==> src/hw/rtl/fs_pkg.sv <==
package fs_pkg;

    localparam int DEF_FRAC_BITS = 16;
    localparam int TIME_W        = 64;
    localparam int COUNT_W       = 32;
    localparam int HALF_LIFE_W   = 50;
    localparam int FSAT_W        = 16;
    localparam int WEIGHT_W      = 17;
    localparam int CFG_IDX_W     = 2;
    localparam int CFG_DATA_W    = 50;
    localparam int IN_W          = 3 * TIME_W + COUNT_W;
    localparam int POW_BITS      = 24;
    localparam int EXP_FRAC_BITS = 16;
    localparam int EXP_INT_BITS  = 5;
    localparam int EXP_LIMIT     = 17;
    localparam int WEIGHT_ONE    = 65536;

    localparam logic [HALF_LIFE_W-1:0] HALF_LIFE_RST = 50'd3600000000000;
    localparam logic [FSAT_W-1:0]      FSAT_RST      = 16'd16;
    localparam logic [WEIGHT_W-1:0]    WEIGHT_RST    = 17'd32768;

    typedef enum logic [CFG_IDX_W-1:0] {
        REG_HALF_LIFE = 2'd0,
        REG_FREQ_SAT  = 2'd1,
        REG_WEIGHT    = 2'd2
    } cfg_reg_t;

    // 2^(-2^-(i+1)) in Q0.24
    function automatic logic [POW_BITS-1:0] pow_tab(input logic [3:0] i);
        logic [POW_BITS-1:0] t;
        case (i)
            4'd0:    t = 24'd11863283;
            4'd1:    t = 24'd14107901;
            4'd2:    t = 24'd15384775;
            4'd3:    t = 24'd16065917;
            4'd4:    t = 24'd16417715;
            4'd5:    t = 24'd16596492;
            4'd6:    t = 24'd16686609;
            4'd7:    t = 24'd16731851;
            4'd8:    t = 24'd16754518;
            4'd9:    t = 24'd16765863;
            4'd10:   t = 24'd16771539;
            4'd11:   t = 24'd16774377;
            4'd12:   t = 24'd16775796;
            4'd13:   t = 24'd16776506;
            4'd14:   t = 24'd16776861;
            default: t = 24'd16777039;
        endcase
        return t;
    endfunction

endpackage

==> src/hw/rtl/fs_mix.sv <==
module fs_mix #(
    parameter int FRAC_BITS = fs_pkg::DEF_FRAC_BITS
) (
    input  logic                          clk,
    input  logic                          rst_n,
    input  logic                          en,
    input  logic                          in_valid,
    input  logic [FRAC_BITS:0]            rec,
    input  logic [FRAC_BITS:0]            freq,
    input  logic [fs_pkg::WEIGHT_W-1:0]   weight,
    output logic                          out_valid,
    output logic [FRAC_BITS:0]            score
);
    import fs_pkg::*;

    localparam int PW = WEIGHT_W + FRAC_BITS + 1;
    localparam logic [WEIGHT_W-1:0] W_ONE = WEIGHT_W'(WEIGHT_ONE);
    localparam logic [FRAC_BITS+2:0] S_ONE = (FRAC_BITS+3)'(1) << FRAC_BITS;

    logic [WEIGHT_W-1:0] w_sat;
    logic [PW-1:0]       wr_reg, wf_reg, wr_next, wf_next;
    logic [PW:0]         sum;
    logic [FRAC_BITS+2:0] sh;
    logic [FRAC_BITS:0]  score_reg, score_next;
    logic                v1_reg, v2_reg;

    always_comb
    begin
        w_sat   = (weight > W_ONE) ? W_ONE : weight;
        wr_next = PW'(w_sat) * PW'(rec);
        wf_next = PW'(W_ONE - w_sat) * PW'(freq);
        sum     = (PW+1)'(wr_reg) + (PW+1)'(wf_reg) + (PW+1)'(WEIGHT_ONE / 2);
        sh      = sum[PW:16];
        score_next = (sh > S_ONE) ? S_ONE[FRAC_BITS:0] : sh[FRAC_BITS:0];
    end

    always_ff @(posedge clk or negedge rst_n)
    begin
        if (!rst_n)
        begin
            v1_reg <= 1'b0;
            v2_reg <= 1'b0;
        end
        else if (en)
        begin
            v1_reg <= in_valid;
            v2_reg <= v1_reg;
        end
    end

    always_ff @(posedge clk)
    begin
        if (en)
        begin
            wr_reg    <= wr_next;
            wf_reg    <= wf_next;
            score_reg <= score_next;
        end
    end

    assign out_valid = v2_reg;
    assign score     = score_reg;

endmodule

==> config.mk <==
export PLATFORM = sky130hd
export DESIGN_NAME = fs_mix
export DESIGN_NICKNAME = d
export VERILOG_FILES = /design/src/hw/rtl/fs_pkg.sv /design/src/hw/rtl/fs_mix.sv
export SDC_FILE = /design/constraint.sdc
export NUM_CORES = 1
export LEC_CHECK = 0
export BUFFER_PORTS_ARGS = -buffer_cell sky130_fd_sc_hd__buf_2
export CORE_MARGIN = 2
export CORE_UTILIZATION = 45
export DETAILED_ROUTE_END_ITERATION = 8
export PLACE_DENSITY = 0.71
export SLEW_MARGIN = 40
export SYNTH_ARGS = -nofsm -noshare
export SYNTH_HDL_FRONTEND = slang
export SYNTH_SLANG_ARGS = --single-unit
==> constraint.sdc <==
create_clock -name clk -period 4.45 [get_ports clk]
set_input_delay 0.2225 -clock clk [delete_from_list [all_inputs] [get_ports clk]]
set_output_delay 0.2225 -clock clk [all_outputs]
set_load 0.02 [all_outputs]
-- Word level (Yosys, flattened, before mapping)
Cells that the tools add are included.
- logic and storage cells: 13
- memory bits (read-only): 0
- memories: 0
- bits in latches: 0
- RAM bits: 0
- register bits after elaboration: 87
- input port bits: 55
- add/sub/neg operators: 3
- shifts and indexed selects: 0
- eq/ne operators: 0
- multiply operators: 2
- divide/modulo/power cells: 0
- bitwise operators: 0
- $lt $le $gt $ge: 2
- reduce and logical (&&, ||, !) cells: 0
- muxes and demuxes: 1
- operators by type and width (operator ; number):
    34-bit by 34-bit adder with 35-bit output ; 1
    35-bit by 16-bit adder with 35-bit output, second input constant ; 1
    17-bit by 17-bit multiplier with 34-bit output ; 1
    18-bit by 18-bit multiplier with 34-bit output ; 1
    19-bit by 17-bit greater-than comparator with 1-bit output, second input constant ; 1
    17-bit by 17-bit subtractor with 18-bit output, first input constant ; 1
    17-bit greater-than comparator, second input constant ; 1
    17-bit two-way mux ; 1

-- Depth between registers and ports, before layout
Gate-level depths: netlist of run 1.
- word-level depth: 4
- depth in mapped cells: 38

-- Least setup slack after synthesis of run 1
Ideal clock, no wire load.
- path kind: input to register
- start: input weight[9] (netlist name)
- end: register wf_reg[32] (data pin)
- required time: 4.192 ns
- path slack: -4.241 ns
- setup time: 0.258 ns
- data arrival time: 8.433 ns
- stages on the path: 35
- path buffers: 2
- path through: nor4_1 -> nor4b_1 -> nand3_1 -> nand2_1 -> and2_1 -> clkbuf_1 -> inv_1 -> ha_1 -> nand2b_1 -> nor4_1 -> nand2b_1 -> nor2_1 -> xnor2_1 -> clkbuf_1 -> nand2_1 -> fa_1 -> inv_1 -> fa_1 -> fa_1 -> fa_1 -> fa_1 -> inv_1 -> fa_1 -> inv_1 -> ha_1 -> and3_1 -> a221o_1 -> a21o_1 -> or3_1 -> a211oi_1 -> nor3b_1 -> a2111o_1 -> a31o_2 -> a21oi_1 -> xnor2_1
- cells in the longest elaborated chain, start to end: 4
- ends and longest elaborated chain (item ; RTL line ; RTL):
    start, declared ; fs_mix.sv:10 ; input logic [fs_pkg::WEIGHT_W-1:0] weight,
    17-bit greater-than comparator ; fs_mix.sv:29 ; w_sat = (weight > W_ONE) ? W_ONE : weight;
    17-bit two-way mux (*) ; fs_mix.sv:29 ;
    17-bit by 17-bit subtractor with 18-bit output (*) ; fs_mix.sv:31 ; wf_next = PW'(W_ONE - w_sat) * PW'(freq);
    18-bit by 18-bit multiplier with 34-bit output (*) ; fs_mix.sv:31 ;
    named net wf_next[32] ; fs_mix.sv:21 ; logic [PW-1:0] wr_reg, wf_reg, wr_next, wf_next;
    end signal, assigned ; fs_mix.sv:56 ; wf_reg <= wf_next;
    end, declared ; fs_mix.sv:21 ;
Mark *: on every way through the listed nets, which the timed path passes. The rest lies on a longest branch.
A chain may end at the register's enable or synchronous reset.

-- Final worst setup path of run 1
- start: input weight[10] (netlist name)
- end: register wf_reg[32] (data pin)
Same word-level chain as after synthesis.

==> run_results.csv, run 1 <==
group,metric,value,unit
drt,first_pass_iters,5,
clocking,cts_sinks,87,
logic_synthesis,synth_edf_count,85,
worst_hold_path,worstHoldEndpoint,"v1_reg",
logic_synthesis,synthTopCellsByArea,"fa_1 41%, ha_1 13%, edfxtp_1 10%",
logic_synthesis,synth_warnings,0,
placement,dpl_cell_area,29500,µm²
setup_path,crit_top_cell,"fa_1",
setup_path,r2r-end,"score[2]",
floorplanning,rows,87,
clocking,insertion_delay,350,ps
cells_and_area,final_common_cell,"inv_1",
sta,slew_headroom,55.5,%
logic_synthesis,avgSynthCellArea,9.33,µm²
clocking,root_buffer,"clkbuf_16",
placement,port_buffers,72,
clocking,cts_tree,"done",
drt,via_count,19400,
run_status,violations,"negative setup slack",
clocking,clk_pin_slew,70,ps
cells_and_area,final_area,31400,µm²
sta,hold_violations,0,
sta,setup_slack,-3590,ps
sta,final.min_clock_period,8040,ps
worst_hold_path,hp-start,"in_valid",
setup_path,cp-start-kind,"primary input",
worst_hold_path,hp-class,"primary input to flip-flop",
global_route,grt_util_all_layers,22.0,%
floorplanning,design.die.area,58600,µm²
cells_and_area,most-common-layout-cells,"618 x inv_1, 495 x fa_1, 324 x buf_4",
floorplanning,die_w,242,µm
setup_path,reg2reg_from,"wr_reg[13]",
global_route,grt_pass1_vias,21000,
global_route,grt_antenna_before_repair,2,
cells_and_area,drive_above_1_share,22.9,%
logic_synthesis,synth_cell_types,67,
sta,drv_slew,0,
clocking,numCtsBuffers,9,
drt,route.detailed.drc,0,
run_status,status,"complete, but fails checks",
clocking,cts_buffer_depth,2,
global_route,grt_max_degree,52,
setup_path,crit_family,"adder cells",
logic_synthesis,synth_async_sr_flop_share,2.30,%
drt,routedWlPerCell,16.0,µm
floorplanning,num_io_pins,73,
logic_synthesis,netlist_area,25500,µm²
logic_synthesis,yosysSeqAreaShare,10.2,%
global_route,grt_pass1_wl,105000,µm
sta,hold_slack,98.2,ps
sta,tightest_slew,668,ps
setup_path,cp_max_fo,6,
setup_path,critPathMaxStageDelay,530,ps
logic_synthesis,synth.top_cell.area_share,40.5,%
drt,avgViaCountPerCell,4.99,
logic_synthesis,ys_ff_latch,87,
placement,post-place-ws,-4210,ps
setup_path,reg2reg_depth,13,
setup_path,slowest_stage,"fa_1",
setup_path,crit_type,"primary input to flip-flop",
floorplanning,core-area,56200,µm²
sta,skew,8.67,ps
run,max_cap_violations,0,
sta,rsz0062_at_grt,"yes",
floorplanning,die_h,242,µm
floorplanning,start_util,45.4,%
setup_path,critPathArrivalTime,8150,ps
drt,final_antenna_net_count,0,
global_route,grt-ovfl-total,0,
drt,totalWireLength,62200,µm
clocking,htreeDepth,3,
setup_path,critPathBufInv,7,
logic_synthesis,yosysTopAreaCell,"fa_1",
logic_synthesis,synthCells,2731,
sta,clock.fmax,124,MHz
placement,dp_hpwl,51800,µm
cells_and_area,fin_nets,3954,
setup_path,r2r_setup_slack,330,ps
logic_synthesis,synthFlopType,"edfxtp_1",
setup_path,end_kind,"flip-flop",
sta,post-route-period-util,181,%
setup_path,required,4560,ps
placement,place_congestion,0.888,
drt,drtIter0Drc,1106,
sta,finalSetupViolCount,58,
worst_hold_path,hold_depth,2,
cells_and_area,syn2layout_area_growth,23.4,%
## metrics by stage
| step | util [%] | std cells | setup TNS, ps |
|---|---|---|---|
| detailed placement | 52.5 | 3806 | -149440 |
| global route | 56.0 | 3883 | -139130 |
| floorplan | - | 2758 | -101620 |
| finish | 56.0 | 3883 | -127480 |
| global placement | 52.5 | 3806 | -144680 |
| CTS | 55.1 | 3868 | -120120 |
## Yosys cell counts, types with 10 or more instances
cell type	count
a211oi_1	10
a21o_1	41
a21oi_1	61
and2_1	257
and3_1	65
clkbuf_1	96
edfxtp_1	85
fa_1	516
ha_1	262
inv_1	651
nand2_1	300
nand2b_1	12
nand3_1	15
nor2_1	52
nor2b_1	28
nor3_1	19
o21ai_0	35
o21bai_1	14
xnor2_1	72
xor2_1	27
## cells by family (layout without fill, tap and decap cells)
| family | count (synthesis) | after routing | share of synthesized area [%] |
|---|---|---|---|
| XOR/XNOR | 99 | 99 | 3.40 |
| flip-flops | 87 | 87 | 10.2 |
| buffers and inverters | 757 | 1125 | 11.2 |
| multiplexers | 4 | 4 | 0.167 |
| other | 2 | 30 | 0.0295 |
| adder cells (fa/ha/maj) | 778 | 778 | 53.4 |
| AO/OA/AOI/OAI | 220 | 220 | 5.93 |
| AND/OR/NAND/NOR | 784 | 784 | 15.7 |
## timing repair
action	CTS	global route
setup endpoints to repair	58	58
hold buffers	1	0
pin swaps	104	57
hold endpoints to repair	2	0
buffers inserted	53	21
resized for setup	192	79
gates cloned	1	0
## final cells by class
type | count | area (µm²)
Inverter | 651 | 2450
Clock inverter | 7 | 90.1
Sequential cell | 87 | 2600
Clock buffer | 9 | 225
Fill cell | 4887 | 24700
Multi-Input combinational cell | 1914 | 21500
Timing Repair Buffer | 458 | 3670
Tap cell | 756 | 946
Antenna cell | 1 | 2.50
## routing by layer
metal / up-vias / part of all wire [%] / global-route usage [%]
li1: 9014 / - / -
met5: - / 0.024 / 0
met3: 90 / 4.7 / 2.55
met1: 9791 / 42 / 28.2
met2: 489 / 50 / 39.4
met4: 2 / 3.0 / 6.28
## worst max path at each step
stage,startpoint,endpoint,slack [ps],cells past startpoint
3_3_place_gp,weight[1],wf_reg[33],-4180,36
4_1_cts,weight[0],wf_reg[32],-3490,37
5_1_grt,weight[10],wf_reg[32],-3810,37
6_report,weight[10],wf_reg[32],-3590,36
2_1_floorplan,weight[0],wf_reg[32],-3610,36
3_5_place_dp,weight[0],wf_reg[32],-4210,37
Power of run 1 is left out: the tool's default activity adds up to more than one toggle a clock period on the data nets, which glitch-free logic cannot reach.
==> run 2: changes to the inputs <==
- CELL_PAD_IN_SITES_DETAIL_PLACEMENT: not set -> 1
- CELL_PAD_IN_SITES_GLOBAL_PLACEMENT: not set -> 1
- PLACE_DENSITY: 0.71 -> 0.84
- SKIP_LAST_GASP: not set -> 1
==> run 2 against run 1 <==
  * The run still ends with negative setup slack left
  * Cell count increased by 0.49%
  * Wire length increased by 80%
  * Non-clock buffer count increased by 16
  * Die area unchanged
  * Clock-buffer cell count unchanged
  * Largest cell class unchanged
  * Highest routed layer unchanged
==> run_results.csv, run 2 (same netlist as run 1, synthesis figures left out) <==
group,metric,value,unit
setup_path,crit_type,"primary input to flip-flop",
run_status,violations,"negative setup slack",
setup_path,r2r_setup_slack,210,ps
clocking,cts_tree,"done",
sta,tightest_slew,736,ps
clocking,numCtsBuffers,9,
global_route,grt_pass1_vias,26500,
clocking,root_buffer,"clkbuf_16",
clocking,cts_buffer_depth,2,
placement,placed_cells,3823,
cells_and_area,final_common_cell,"inv_1",
global_route,grt_max_degree,46,
sta,rsz0062_at_grt,"yes",
sta,setup_slack,-4370,ps
sta,finalSetupViolCount,59,
cells_and_area,fill_cells,6369,
floorplanning,die_h,242,µm
placement,port_buffers,72,
setup_path,slowest_stage,"fa_1",
setup_path,crit_top_cell,"fa_1",
setup_path,critPathArrivalTime,8920,ps
sta,clock.fmax,113,MHz
cells_and_area,syn2layout_area_growth,23.8,%
setup_path,cp_max_fo,7,
setup_path,critPathMaxStageDelay,580,ps
clocking,insertion_delay,360,ps
global_route,grt_util_all_layers,33.6,%
floorplanning,die_w,242,µm
floorplanning,num_io_pins,73,
floorplanning,rows,87,
clocking,clk_pin_slew,70,ps
setup_path,required,4550,ps
drt,routedWlPerCell,28.7,µm
clocking,htreeDepth,3,
global_route,grt_pass1_wl,152000,µm
drt,route.detailed.drc,0,
sta,slew_headroom,50.7,%
sta,skew,17.0,ps
sta,post-route-period-util,198,%
sta,hold_violations,0,
setup_path,cp-start-kind,"primary input",
floorplanning,design.die.area,58600,µm²
cells_and_area,fin_cells,3902,
sta,drv_slew,0,
cells_and_area,post-route-util,56.2,%
sta,final.min_clock_period,8820,ps
drt,drtIter0Drc,1987,
floorplanning,start_util,45.4,%
cells_and_area,fin_nets,3970,
global_route,grt_antenna_before_repair,9,
drt,avgViaCountPerCell,5.93,
worst_hold_path,worstHoldEndpoint,"v1_reg",
placement,place_congestion,0.904,
setup_path,reg2reg_depth,13,
worst_hold_path,hp-start,"in_valid",
cells_and_area,most-common-layout-cells,"616 x inv_1, 497 x fa_1, 354 x buf_4",
placement,dp_hpwl,71500,µm
global_route,grt-ovfl-total,0,
run,max_cap_violations,0,
drt,via_count,23100,
setup_path,r2r-end,"score[2]",
run_status,status,"complete, but fails checks",
drt,first_pass_iters,6,
clocking,cts_sinks,87,
worst_hold_path,hold_depth,2,
worst_hold_path,hp-class,"primary input to flip-flop",
setup_path,reg2reg_from,"wr_reg[8]",
setup_path,end_kind,"flip-flop",
floorplanning,core-area,56200,µm²
drt,final_antenna_net_count,0,
drt,totalWireLength,112000,µm
cells_and_area,drive_above_1_share,23.3,%
[run 2: changes by cell type in the layout (fill, tap and decap cells not counted), sizes merged]
cell,delta
diode,+3
bufbuf,-1
bufinv,-1
clkinvlp,+1
buf,+17
[run 2: repair_timing]
item / CTS / global route
hold buffers: 1 / 0
pin swaps: 54 / 137
gates resized for setup: 132 / 154
buffers inserted: 41 / 39
setup endpoints to repair: 57 / 61
hold endpoints to repair: 2 / 0
[run 2: critical path: cells and delay by family]
family	cells	cell delay, ps
compound gates	6	1630
xor+xnor	2	320
fa+ha+maj	8	3380
buf+inv	9	1050
simple gates	13	2290
[run 2: cell type report]
class | instances | area [µm²] | area share, %
diodes | 4 | 10.0 | 0.0317
clock buffers | 9 | 225 | 0.714
clock inverters | 7 | 65.1 | 0.206
inverters | 651 | 2450 | 7.77
multi-input cells | 1914 | 21600 | 68.3
flip-flops and latches | 87 | 2600 | 8.25
well taps | 756 | 946 | 3.00
repair buffers | 474 | 3690 | 11.7
[run 2: how the worst max path moves through the flow]
| stage | startpoint | end | slack [ps] | cells after the start |
|---|---|---|---|---|
| finish | weight[3] | wf_reg[32] | -4370 | 38 |
| global route | weight[7] | wf_reg[32] | -4570 | 38 |
| CTS | weight[3] | wf_reg[32] | -3690 | 36 |
| detailed placement | weight[5] | wf_reg[33] | -4360 | 35 |
| global placement | weight[5] | wf_reg[33] | -4300 | 35 |
| floorplan | weight[0] | wf_reg[32] | -3610 | 36 |
[run 2: stage by stage]
stage / TNS (ps) / cell area [µm²] / hold slack [ps] / setup WS, ps
final: -151960 / 31600 / 115 / -4370
after CTS: -127680 / 30700 / 108 / -3690
after detailed placement: -156100 / 29600 / 10.9 / -4360
after global placement: -141690 / 29500 / 5.97 / -4300
after global routing: -161820 / 31600 / 111 / -4570
after floorplan: -101620 / 26100 / -73.1 / -3610
[run 2: metal layers]
| layer | vias to the layer above | wire length (µm) | global-route usage, % |
|---|---|---|---|
| met5 | - | 46 | 0 |
| met4 | 6 | 12900 | 25.2 |
| met1 | 11500 | 35700 | 35.2 |
| met3 | 866 | 9770 | 6.34 |
| li1 | 9050 | - | - |
| met2 | 1674 | 53400 | 60.0 |
Power of run 2 is left out for the same reason.
